## src/rtl/abct_pkg.sv

```systemverilog
// shared types and constants for the aux bus command transaction block
// frame codes, queue word layout and controller state encodings
// no dependencies
`timescale 1ns / 1ps
`default_nettype none

package abct_pkg;

    // operation codes of an input word
    localparam logic [1:0] OP_ISSUE  = 2'd0;
    localparam logic [1:0] OP_RXBYTE = 2'd1;
    localparam logic [1:0] OP_TICK   = 2'd2;

    // outcome status codes
    localparam logic [1:0] ST_OK       = 2'd0;
    localparam logic [1:0] ST_TIMEOUT  = 2'd1;
    localparam logic [1:0] ST_MISMATCH = 2'd2;
    localparam logic [1:0] ST_BADSUM   = 2'd3;

    // result kinds
    localparam logic KIND_BYTE  = 1'b0;
    localparam logic KIND_REPLY = 1'b1;

    // configuration register indexes
    localparam logic CFG_SOURCE_ID = 1'b0;
    localparam logic CFG_TIMEOUT   = 1'b1;

    localparam logic [7:0]  SOURCE_ID_RESET = 8'd13;
    localparam logic [15:0] TIMEOUT_RESET   = 16'd1000;

    // frame layout
    localparam logic [7:0] PREAMBLE   = 8'h3B;
    localparam logic [7:0] HDR_LEN    = 8'd3;
    localparam logic [7:0] END_INIT   = 8'd10;
    localparam logic [7:0] LEN_MIN    = 8'd3;
    localparam logic [7:0] LEN_MAX    = 8'd253;
    localparam logic [7:0] END_OFFSET = 8'd2;

    // reply byte positions
    localparam logic [7:0] POS_PREAMBLE = 8'd0;
    localparam logic [7:0] POS_LEN      = 8'd1;
    localparam logic [7:0] POS_DEST     = 8'd2;
    localparam logic [7:0] POS_SRC      = 8'd3;
    localparam logic [7:0] POS_CMD      = 8'd4;
    localparam logic [7:0] POS_DATA     = 8'd5;

    // transmit byte indexes within a frame
    localparam logic [3:0] TX_LEN  = 4'd1;
    localparam logic [3:0] TX_SRC  = 4'd2;
    localparam logic [3:0] TX_DEST = 4'd3;
    localparam logic [3:0] TX_CMD  = 4'd4;
    localparam logic [3:0] TX_DATA = 4'd5;

    localparam int DATA_W       = 24;
    localparam int REPLY_DATA_W = 40;
    localparam int QUEUE_DEPTH  = 2;

    // one classified word between front end and engine
    typedef struct packed {
        logic [1:0]        op;
        logic [7:0]        dest;
        logic [7:0]        cmd;
        logic [1:0]        nbytes;
        logic [DATA_W-1:0] data;     // left aligned, first byte on top
        logic [7:0]        part_sum; // frame sum without preamble and source id
        logic [7:0]        rx_byte;
    } t_qent;

    typedef enum logic [1:0] {
        BS_FETCH = 2'b01,
        BS_SEND  = 2'b10
    } t_bstate;

    typedef enum logic [1:0] {
        PH_IDLE = 2'b01,
        PH_WAIT = 2'b10
    } t_phase;

endpackage

`default_nettype wire

```

## src/rtl/abct_front.sv

```systemverilog
// front end: accepts input words, drops unknown operations, prepares issue words
// clips and aligns command data and sums the frame bytes known here
// depends on abct_pkg
`timescale 1ns / 1ps
`default_nettype none

module abct_front import abct_pkg::*; #(
    parameter int MAX_DATA_BYTES = 3
) (
    input  wire logic              i_in_valid,
    output logic                   o_in_ready,
    input  wire logic [1:0]        i_operation,
    input  wire logic [7:0]        i_dest_id,
    input  wire logic [7:0]        i_command,
    input  wire logic [1:0]        i_data_len,
    input  wire logic [DATA_W-1:0] i_data_bytes,
    input  wire logic [7:0]        i_rx_byte,
    input  wire logic              i_q_full,
    output logic                   o_push,
    output t_qent                  o_entry
);

    localparam logic [1:0] MaxN = 2'(MAX_DATA_BYTES);

    logic [1:0]        w_n;
    logic [DATA_W-1:0] w_al;
    logic [7:0]        w_lenb;
    logic              w_known;

    assign w_n = (i_data_len > MaxN) ? MaxN : i_data_len;

    // first byte to send goes to the top, unused bytes read as zero
    always_comb begin
        case (w_n)
            2'd0:    w_al = '0;
            2'd1:    w_al = {i_data_bytes[7:0], 16'h0000};
            2'd2:    w_al = {i_data_bytes[15:0], 8'h00};
            default: w_al = i_data_bytes;
        endcase
    end

    assign w_lenb  = HDR_LEN + {6'b0, w_n};
    assign w_known = (i_operation == OP_ISSUE) || (i_operation == OP_RXBYTE) ||
                     (i_operation == OP_TICK);

    assign o_in_ready = !i_q_full;
    assign o_push     = i_in_valid && !i_q_full && w_known;

    always_comb begin
        o_entry.op       = i_operation;
        o_entry.dest     = i_dest_id;
        o_entry.cmd      = i_command;
        o_entry.nbytes   = w_n;
        o_entry.data     = w_al;
        o_entry.part_sum = w_lenb + i_dest_id + i_command + w_al[23:16] + w_al[15:8]
                         + w_al[7:0];
        o_entry.rx_byte  = i_rx_byte;
    end

endmodule

`default_nettype wire

```

## src/rtl/abct_queue.sv

```systemverilog
// short word queue between front end and engine
// register based, one push and one pop per cycle, push only while not full
// depends on abct_pkg
`timescale 1ns / 1ps
`default_nettype none

module abct_queue import abct_pkg::*; (
    input  wire logic  i_clk,
    input  wire logic  i_rst_n,
    input  wire logic  i_push,
    input  wire t_qent i_entry,
    input  wire logic  i_pop,
    output logic       o_full,
    output logic       o_nonempty,
    output t_qent      o_entry
);

    localparam int PtrW = (QUEUE_DEPTH > 1) ? $clog2(QUEUE_DEPTH) : 1;
    localparam int CntW = $clog2(QUEUE_DEPTH + 1);
    localparam logic [PtrW-1:0] LastPtr = PtrW'(QUEUE_DEPTH - 1);
    localparam logic [CntW-1:0] Full    = CntW'(QUEUE_DEPTH);

    t_qent           r_mem [QUEUE_DEPTH];
    logic [PtrW-1:0] r_wr;
    logic [PtrW-1:0] r_rd;
    logic [CntW-1:0] r_cnt;
    logic            w_wr_en;
    logic            w_rd_en;

    assign o_full     = (r_cnt == Full);
    assign o_nonempty = (r_cnt != '0);
    assign o_entry    = r_mem[r_rd];
    assign w_wr_en    = i_push && !o_full;
    assign w_rd_en    = i_pop && o_nonempty;

    always_ff @(posedge i_clk) begin
        if (!i_rst_n) begin
            r_wr  <= '0;
            r_rd  <= '0;
            r_cnt <= '0;
        end else begin
            if (w_wr_en) begin
                r_wr <= (r_wr == LastPtr) ? '0 : r_wr + 1'b1;
            end
            if (w_rd_en) begin
                r_rd <= (r_rd == LastPtr) ? '0 : r_rd + 1'b1;
            end
            if (w_wr_en && !w_rd_en) begin
                r_cnt <= r_cnt + 1'b1;
            end else if (w_rd_en && !w_wr_en) begin
                r_cnt <= r_cnt - 1'b1;
            end
        end
    end

    always_ff @(posedge i_clk) begin
        if (w_wr_en) begin
            r_mem[r_wr] <= i_entry;
        end
    end

endmodule

`default_nettype wire

```

## src/rtl/abct_back.sv

```systemverilog
// engine: sends frames byte by byte, parses replies, runs the timeout
// holds the transaction state and the output register
// depends on abct_pkg
`timescale 1ns / 1ps
`default_nettype none

module abct_back import abct_pkg::*; #(
    parameter int REPLY_BUFFER_BYTES = 5
) (
    input  wire logic                    i_clk,
    input  wire logic                    i_rst_n,
    input  wire logic [7:0]              i_source_id,
    input  wire logic [15:0]             i_timeout_ticks,
    input  wire logic                    i_q_nonempty,
    input  wire t_qent                   i_entry,
    output logic                         o_pop,
    output logic                         o_out_valid,
    input  wire logic                    i_out_ready,
    output logic                         o_kind,
    output logic [7:0]                   o_tx_byte,
    output logic                         o_last,
    output logic [1:0]                   o_status,
    output logic [2:0]                   o_reply_len,
    output logic [REPLY_DATA_W-1:0]      o_reply_data
);

    localparam logic [7:0] RbBytes  = 8'(REPLY_BUFFER_BYTES);
    localparam logic [7:0] StoreEnd = 8'(5 + REPLY_BUFFER_BYTES);

    t_bstate r_state, n_state;
    t_phase  r_phase, n_phase;
    logic [7:0]              r_pos, n_pos;
    logic [7:0]              r_end, n_end;
    logic [7:0]              r_sum, n_sum;
    logic [7:0]              r_dest, n_dest;
    logic [7:0]              r_cmd, n_cmd;
    logic [15:0]             r_ticks, n_ticks;
    logic [REPLY_DATA_W-1:0] r_acc, n_acc;
    logic [3:0]              r_tx_idx, n_tx_idx;
    logic [1:0]              r_tx_n, n_tx_n;
    logic [DATA_W-1:0]       r_tx_data, n_tx_data;
    logic [7:0]              r_tx_part, n_tx_part;

    logic                    r_out_valid;
    logic                    r_kind;
    logic [7:0]              r_tx_byte;
    logic                    r_last;
    logic [1:0]              r_status;
    logic [2:0]              r_rlen;
    logic [REPLY_DATA_W-1:0] r_rdata;

    logic                    w_slot;
    logic                    w_emit;
    logic                    e_kind;
    logic [7:0]              e_byte;
    logic                    e_last;
    logic [1:0]              e_status;
    logic [2:0]              e_len;
    logic [REPLY_DATA_W-1:0] e_data;

    logic [7:0] w_b;
    logic       w_bad;
    logic [7:0] w_neg_sum;
    logic [7:0] w_dlen;
    logic [7:0] w_rlen;
    logic [3:0] w_ck_idx;

    assign w_slot = !r_out_valid || i_out_ready;
    assign w_b    = i_entry.rx_byte;

    // header checks of a reply byte
    assign w_bad = ((r_pos == POS_PREAMBLE) && (w_b != PREAMBLE)) ||
                   ((r_pos == POS_LEN) && ((w_b < LEN_MIN) || (w_b > LEN_MAX))) ||
                   ((r_pos == POS_DEST) && (w_b != r_dest)) ||
                   ((r_pos == POS_SRC) && (w_b != i_source_id)) ||
                   ((r_pos == POS_CMD) && (w_b != r_cmd));

    assign w_neg_sum = 8'd0 - r_sum;
    assign w_dlen    = r_end - POS_DATA;
    assign w_rlen    = (w_dlen > RbBytes) ? RbBytes : w_dlen;
    assign w_ck_idx  = TX_DATA + {2'b00, r_tx_n};

    always_comb begin
        n_state   = r_state;
        n_phase   = r_phase;
        n_pos     = r_pos;
        n_end     = r_end;
        n_sum     = r_sum;
        n_dest    = r_dest;
        n_cmd     = r_cmd;
        n_ticks   = r_ticks;
        n_acc     = r_acc;
        n_tx_idx  = r_tx_idx;
        n_tx_n    = r_tx_n;
        n_tx_data = r_tx_data;
        n_tx_part = r_tx_part;
        o_pop     = 1'b0;
        w_emit    = 1'b0;
        e_kind    = KIND_BYTE;
        e_byte    = 8'd0;
        e_last    = 1'b0;
        e_status  = ST_OK;
        e_len     = 3'd0;
        e_data    = '0;
        case (r_state)
            BS_FETCH: begin
                if (i_q_nonempty && w_slot) begin
                    o_pop = 1'b1;
                    case (i_entry.op)
                        OP_ISSUE: begin
                            // a new issue drops any pending reply
                            w_emit    = 1'b1;
                            e_byte    = PREAMBLE;
                            n_state   = BS_SEND;
                            n_tx_idx  = TX_LEN;
                            n_tx_n    = i_entry.nbytes;
                            n_tx_data = i_entry.data;
                            n_tx_part = i_entry.part_sum;
                            n_phase   = PH_WAIT;
                            n_pos     = POS_PREAMBLE;
                            n_end     = END_INIT;
                            n_sum     = 8'd0;
                            n_dest    = i_entry.dest;
                            n_cmd     = i_entry.cmd;
                            n_ticks   = i_timeout_ticks;
                            n_acc     = '0;
                        end
                        OP_RXBYTE: begin
                            if (r_phase == PH_WAIT) begin
                                if ((r_pos != POS_PREAMBLE) && (r_pos != r_end)) begin
                                    n_sum = r_sum + w_b;
                                end
                                if (r_pos == POS_LEN) begin
                                    n_end = w_b + END_OFFSET;
                                end
                                if (w_bad) begin
                                    w_emit   = 1'b1;
                                    e_kind   = KIND_REPLY;
                                    e_status = ST_MISMATCH;
                                    n_phase  = PH_IDLE;
                                end else if (r_pos == r_end) begin
                                    w_emit  = 1'b1;
                                    e_kind  = KIND_REPLY;
                                    n_phase = PH_IDLE;
                                    if (w_b == w_neg_sum) begin
                                        e_status = ST_OK;
                                        e_len    = w_rlen[2:0];
                                        e_data   = r_acc;
                                    end else begin
                                        e_status = ST_BADSUM;
                                    end
                                end else begin
                                    if ((r_pos >= POS_DATA) && (r_pos < StoreEnd)) begin
                                        n_acc = {r_acc[REPLY_DATA_W-9:0], w_b};
                                    end
                                    n_pos = r_pos + 8'd1;
                                end
                            end
                        end
                        OP_TICK: begin
                            if (r_phase == PH_WAIT) begin
                                if (r_ticks <= 16'd1) begin
                                    n_ticks  = 16'd0;
                                    w_emit   = 1'b1;
                                    e_kind   = KIND_REPLY;
                                    e_status = ST_TIMEOUT;
                                    n_phase  = PH_IDLE;
                                end else begin
                                    n_ticks = r_ticks - 16'd1;
                                end
                            end
                        end
                        default: ;
                    endcase
                end
            end
            BS_SEND: begin
                if (w_slot) begin
                    w_emit   = 1'b1;
                    n_tx_idx = r_tx_idx + 4'd1;
                    if (r_tx_idx == TX_LEN) begin
                        e_byte = HDR_LEN + {6'b0, r_tx_n};
                    end else if (r_tx_idx == TX_SRC) begin
                        e_byte = i_source_id;
                    end else if (r_tx_idx == TX_DEST) begin
                        e_byte = r_dest;
                    end else if (r_tx_idx == TX_CMD) begin
                        e_byte = r_cmd;
                    end else if (r_tx_idx == w_ck_idx) begin
                        e_byte  = 8'd0 - (r_tx_part + i_source_id);
                        e_last  = 1'b1;
                        n_state = BS_FETCH;
                    end else begin
                        e_byte    = r_tx_data[DATA_W-1:DATA_W-8];
                        n_tx_data = {r_tx_data[DATA_W-9:0], 8'h00};
                    end
                end
            end
            default: n_state = BS_FETCH;
        endcase
    end

    always_ff @(posedge i_clk) begin
        if (!i_rst_n) begin
            r_state     <= BS_FETCH;
            r_phase     <= PH_IDLE;
            r_pos       <= 8'd0;
            r_end       <= END_INIT;
            r_sum       <= 8'd0;
            r_dest      <= 8'd0;
            r_cmd       <= 8'd0;
            r_ticks     <= 16'd0;
            r_out_valid <= 1'b0;
        end else begin
            r_state <= n_state;
            r_phase <= n_phase;
            r_pos   <= n_pos;
            r_end   <= n_end;
            r_sum   <= n_sum;
            r_dest  <= n_dest;
            r_cmd   <= n_cmd;
            r_ticks <= n_ticks;
            if (w_slot) begin
                r_out_valid <= w_emit;
            end
        end
    end

    always_ff @(posedge i_clk) begin
        r_acc     <= n_acc;
        r_tx_idx  <= n_tx_idx;
        r_tx_n    <= n_tx_n;
        r_tx_data <= n_tx_data;
        r_tx_part <= n_tx_part;
        if (w_slot && w_emit) begin
            r_kind    <= e_kind;
            r_tx_byte <= e_byte;
            r_last    <= e_last;
            r_status  <= e_status;
            r_rlen    <= e_len;
            r_rdata   <= e_data;
        end
    end

    assign o_out_valid  = r_out_valid;
    assign o_kind       = r_kind;
    assign o_tx_byte    = r_tx_byte;
    assign o_last       = r_last;
    assign o_status     = r_status;
    assign o_reply_len  = r_rlen;
    assign o_reply_data = r_rdata;

endmodule

`default_nettype wire

```

## src/rtl/aux_bus_command_transaction.sv

```systemverilog
// top level of the aux bus command transaction block
// holds the configuration registers and joins front end, queue and engine
// depends on abct_pkg, abct_front, abct_queue, abct_back
`timescale 1ns / 1ps
`default_nettype none

// Host side of a checksummed serial command bus. An issue word makes the block
// send a frame as a run of byte results: preamble, length, source, destination,
// command, up to MAX_DATA_BYTES data bytes and a two's-complement checksum
// (last set on it). Received-byte words are then parsed against the expected
// reply header; tick words count down the timeout. Each wait ends in at most
// one outcome result (ok with up to REPLY_BUFFER_BYTES data bytes, timeout,
// mismatch or bad checksum). A new issue drops a pending reply silently. Input
// words go through a two-entry queue into the engine, which handles one word
// at a time and on an issue sends the whole frame, one frame byte per cycle
// into the output register unless the consumer stalls it, so the engine's
// byte sequencer sets the rate. The queue lets input be taken while the
// engine is sending or its output waits on the consumer. Configuration is
// written through a plain write port with no wait state.

module aux_bus_command_transaction import abct_pkg::*; #(
    parameter int MAX_DATA_BYTES     = 3,
    parameter int REPLY_BUFFER_BYTES = 5
) (
    input  wire logic                    i_clk,
    input  wire logic                    i_rst_n,
    // input channel
    input  wire logic                    i_in_valid,
    output logic                         o_in_ready,
    input  wire logic [1:0]              i_operation,
    input  wire logic [7:0]              i_dest_id,
    input  wire logic [7:0]              i_command,
    input  wire logic [1:0]              i_data_len,
    input  wire logic [DATA_W-1:0]       i_data_bytes,
    input  wire logic [7:0]              i_rx_byte,
    // result channel
    output logic                         o_out_valid,
    input  wire logic                    i_out_ready,
    output logic                         o_kind,
    output logic [7:0]                   o_tx_byte,
    output logic                         o_last,
    output logic [1:0]                   o_status,
    output logic [2:0]                   o_reply_len,
    output logic [REPLY_DATA_W-1:0]      o_reply_data,
    // configuration write port
    input  wire logic                    i_cfg_we,
    input  wire logic                    i_cfg_idx,
    input  wire logic [15:0]             i_cfg_data
);

    // configuration registers
    logic [7:0]  r_source_id;
    logic [15:0] r_timeout_ticks;

    // front end to queue
    logic  w_push;
    t_qent w_push_entry;
    logic  w_q_full;

    // queue to engine
    logic  w_q_nonempty;
    logic  w_pop;
    t_qent w_head;

    always_ff @(posedge i_clk) begin
        if (!i_rst_n) begin
            r_source_id     <= SOURCE_ID_RESET;
            r_timeout_ticks <= TIMEOUT_RESET;
        end else if (i_cfg_we) begin
            case (i_cfg_idx)
                CFG_SOURCE_ID: r_source_id     <= i_cfg_data[7:0];
                CFG_TIMEOUT:   r_timeout_ticks <= i_cfg_data;
                default: ;
            endcase
        end
    end

    // classify words, clip data length, precompute frame sum
    abct_front #(
        .MAX_DATA_BYTES(MAX_DATA_BYTES)
    ) u_front (
        .i_in_valid  (i_in_valid),
        .o_in_ready  (o_in_ready),
        .i_operation (i_operation),
        .i_dest_id   (i_dest_id),
        .i_command   (i_command),
        .i_data_len  (i_data_len),
        .i_data_bytes(i_data_bytes),
        .i_rx_byte   (i_rx_byte),
        .i_q_full    (w_q_full),
        .o_push      (w_push),
        .o_entry     (w_push_entry)
    );

    // decouples input acceptance from the engine
    abct_queue u_queue (
        .i_clk     (i_clk),
        .i_rst_n   (i_rst_n),
        .i_push    (w_push),
        .i_entry   (w_push_entry),
        .i_pop     (w_pop),
        .o_full    (w_q_full),
        .o_nonempty(w_q_nonempty),
        .o_entry   (w_head)
    );

    // frame sender, reply parser and timeout
    abct_back #(
        .REPLY_BUFFER_BYTES(REPLY_BUFFER_BYTES)
    ) u_back (
        .i_clk          (i_clk),
        .i_rst_n        (i_rst_n),
        .i_source_id    (r_source_id),
        .i_timeout_ticks(r_timeout_ticks),
        .i_q_nonempty   (w_q_nonempty),
        .i_entry        (w_head),
        .o_pop          (w_pop),
        .o_out_valid    (o_out_valid),
        .i_out_ready    (i_out_ready),
        .o_kind         (o_kind),
        .o_tx_byte      (o_tx_byte),
        .o_last         (o_last),
        .o_status       (o_status),
        .o_reply_len    (o_reply_len),
        .o_reply_data   (o_reply_data)
    );

endmodule

`default_nettype wire
```

## config.mk

```make
export PLATFORM = sky130hd
export DESIGN_NAME = aux_bus_command_transaction
export DESIGN_NICKNAME = d
export VERILOG_FILES = /design/src/rtl/abct_pkg.sv /design/src/rtl/abct_front.sv /design/src/rtl/abct_queue.sv /design/src/rtl/abct_back.sv /design/src/rtl/aux_bus_command_transaction.sv
export SDC_FILE = /design/constraint.sdc
export NUM_CORES = 1
export LEC_CHECK = 0
export ABC_AREA = 1
export BUFFER_PORTS_ARGS = -buffer_cell sky130_fd_sc_hd__buf_2
export CAP_MARGIN = 5
export CORE_MARGIN = 5
export CORE_UTILIZATION = 60
export DETAILED_ROUTE_END_ITERATION = 12
export PLACE_DENSITY = 0.8
export SLEW_MARGIN = 5
export SYNTH_ARGS = -nofsm -noshare
export SYNTH_HDL_FRONTEND = slang
export SYNTH_SLANG_ARGS = --single-unit
```

## constraint.sdc

```tcl
create_clock -name i_clk -period 13.4 [get_ports i_clk]
set_input_delay 1.34 -clock i_clk [delete_from_list [all_inputs] [get_ports i_clk]]
set_output_delay 1.34 -clock i_clk [all_outputs]
set_load 0.05 [all_outputs]
```

==> flow_summary.ini <==
[detailed_routing]
drtIter0Drc = 989
drtPass1Iterations = 6
route.vias.total = 12600
wl_microns = 38100
viasPerCell = 5.38
postRouteAntennaNets = 0
drc = 0
wl_per_cell_microns = 16.3

[cells_and_area]
fin_util = 0.683
nets = 2088
area_delta_synth_final_pct = 12.1
layout-drive-gt1-share = 0.130
fill_cells = 2155
num_antenna_cells = 0

[worst_setup_path]
r2r_slack_ps = 9010
path_class = input pin to register
critPathLaunchType = input pin
r2r_end = u_back.r_end[4]
critPathArrivalTime_ps = 5780
crit_fanout = 23
end_kind = register
worstSetupEndpoint = u_queue.r_mem[1][14]
rr_worst_depth = 14
worstPathRequired_ps = 13630
crit_start = i_data_len[0]

[global_routing]
grt_usage = 0.238
grt_max_degree = 70
antenna_found_initial = 0
grt_pass1_wl_microns = 60100
grt_overflow = 0
grt_pass1_vias = 12000

[sta]
maxSlewViolCount = 0
finalSetupTns_ps = 0
hold_violations = 0
setup-violations-final = 0
period_share = 0.414
fin_crit_ps = 5550
slew_headroom = 0.242
finClkSkew_ps = 25.7
rsz0062_at_grt = no
worst_slack_ps = 7850
max_freq_ghz = 0.180
tightest_slew_ps = 1140

[yosys]
synth_edf_count = 253
synth.avg_cell_area_sq_um = 9.40
synth_warnings = 0
yosys-top-cells-area = edfxtp_1, dfxtp_1, nand2_1, inv_1, ha_1
synth_fp_nets = 1971
synth_top_family_by_area = simple AND/OR/NAND/NOR gates
synth_compound_area_frac = 0.0962
synth_top_area_share = 0.446
yosysUniqueCellTypes = 53
synth_fa_ha_area_frac = 0.0727
synth-seq-cells = 343
seq_area_frac_synth = 0.552
postSynth.asyncResetShare = 0
synthXorXnorAreaFrac = 0.0247
syn_inst = 1813
yosysMostFrequentCell = nand2_1
muxShareOfSynthArea = 0
synth_common_cells = nand2_1, inv_1, edfxtp_1, nor2_1, a21oi_1
synthesis.area_sq_um = 17000
ys.flop_type = edfxtp_1
synth-simple-area-share = 0.176
synth_top_cell_by_area = edfxtp_1

[pwr]
p_sw_mw = 1.45
p_comb_frac = 0.357
cellPowerDensity_nw_per_um2 = 200
leakage_nw = 8.42
seqPwrFrac = 0.397
p_int_mw = 2.38
clkPwrFrac = 0.246
ir_drop_mv = 0.111
switching_share = 0.378

[cts]
clk_path_buf_depth = 3
cts_tree = built
clk_pin_slew_ps = 60
cts.hold.buffers_added = 0
htree_levels = 2
cts_made_buffers = 36
clock-sinks = 343
clockRootBuffer = clkbuf_16
cts_resized = 0
cts_setup_buffers = 0
clk_latency_ps = 520

[place]
place_hpwl_microns = 26100
numPortBuffers = 130
preCtsSetupSlack_ps = 7370
place.gp.congestion = 0.902

[floorplanning]
row_count = 61
die_h_microns = 179
initial_core_util = 0.610
dieArea_sq_um = 31900
die_x_microns = 179
core-area_sq_um = 27900
ios = 131

[flow_run]
drv_cap = 0

[worst_hold_path]
hold_path_class = register to register

[status]
status = finished clean
==> registers in the layout, summed over array words and instances, names as in the netlist, 3 cells and up, named ones only <==
register / flops
u_back.r_ticks: 16
u_back.r_cmd: 8
u_back.o_tx_byte: 8
r_source_id: 8
u_back.r_dest: 8
u_back.r_sum: 8
u_back.r_end: 8
r_timeout_ticks: 16
u_back.r_acc: 40
u_back.r_pos: 8
u_back.r_tx_idx: 4
u_queue.r_mem: 120
u_back.r_tx_data: 24
u_back.o_reply_len: 3
u_back.o_reply_data: 40
u_back.r_tx_part: 8
==> layout by cell type (no fill, tap or decap), drive strengths merged, types with 25 or more instances in the layout <==
cell,instances
nor2,201
inv,278
buf,139
nand3,53
ha,59
clkbuf,55
o21ai,97
dfxtp,90
a21oi,121
xor2,29
fa,25
edfxtp,253
nand2,407
==> how the worst min path moves through the flow <==
stage | start | endpoint | slack [ps] | cells after the start
4_1_cts | r_timeout_ticks[14] | r_timeout_ticks[14] | 460 | 2
5_1_grt | r_timeout_ticks[14] | r_timeout_ticks[14] | 480 | 2
6_report | r_timeout_ticks[14] | r_timeout_ticks[14] | 460 | 2
2_1_floorplan | r_timeout_ticks[14] | r_timeout_ticks[14] | 420 | 2
3_3_place_gp | u_back.r_phase[1] | u_back.r_phase[1] | 440 | 2
3_5_place_dp | u_back.r_phase[0] | u_back.r_phase[0] | 450 | 2
==> stage by stage <==
step	instance area [sq um]	power, mW	std cells	hold slack (ps)
detailed placement	18000	2.88	2270	449
CTS	19100	3.83	2336	461
finish	19100	3.82	2336	460
global placement	18000	2.83	2270	438
global route	19100	4.05	2336	480
floorplan	17000	2.54	1813	425
==> power by group through the flow <==
stage          Sequential (mW)  Clock [mW]  Combinational [mW]
6_report                  1.52       0.941                1.36
5_1_grt                   1.53        1.00                1.52
4_1_cts                   1.52       0.955                1.36
3_5_place_dp              1.53           0                1.34
3_3_place_gp              1.53           0                1.30
2_1_floorplan             1.63           0               0.912
==> critical path: stages <==
cell      delay, ps
buf_2           120
ha_1            630
clkinv_1        580
nand3_1         210
nand2_1         160
fa_1            530
inv_1            50
fa_1            480
inv_1            60
fa_1            540
ha_1            200
inv_1            70
fa_1            390
o21ai_0         280
xor2_1          130
==> final cells by class <==
cell class,count,area [sq um],share of cell area
Tap cell,378,473,0.0248
Sequential cell,343,9400,0.492
Timing Repair Buffer,139,718,0.0376
Multi-Input combinational cell,1129,6330,0.332
Clock buffer,55,1020,0.0536
Inverter,281,1060,0.0554
Clock inverter,11,87.6,0.00459
==> cells by family after synthesis <==
logic type | after synthesis
buffers and inverters | 341
flip-flops | 343
adder cells (fa/ha/maj) | 84
XOR/XNOR | 48
AO/OA/AOI/OAI | 287
AND/OR/NAND/NOR | 710
==> per-layer routing <==
metal  vias up  GRT usage  part of all wire
met5         -          0                 0
met4         0     0.0752             0.029
met3        80     0.0312             0.062
met2       406      0.417              0.50
met1      5911      0.308              0.41
li1       6167          -                 -
(Power assumes the default switching activity.)
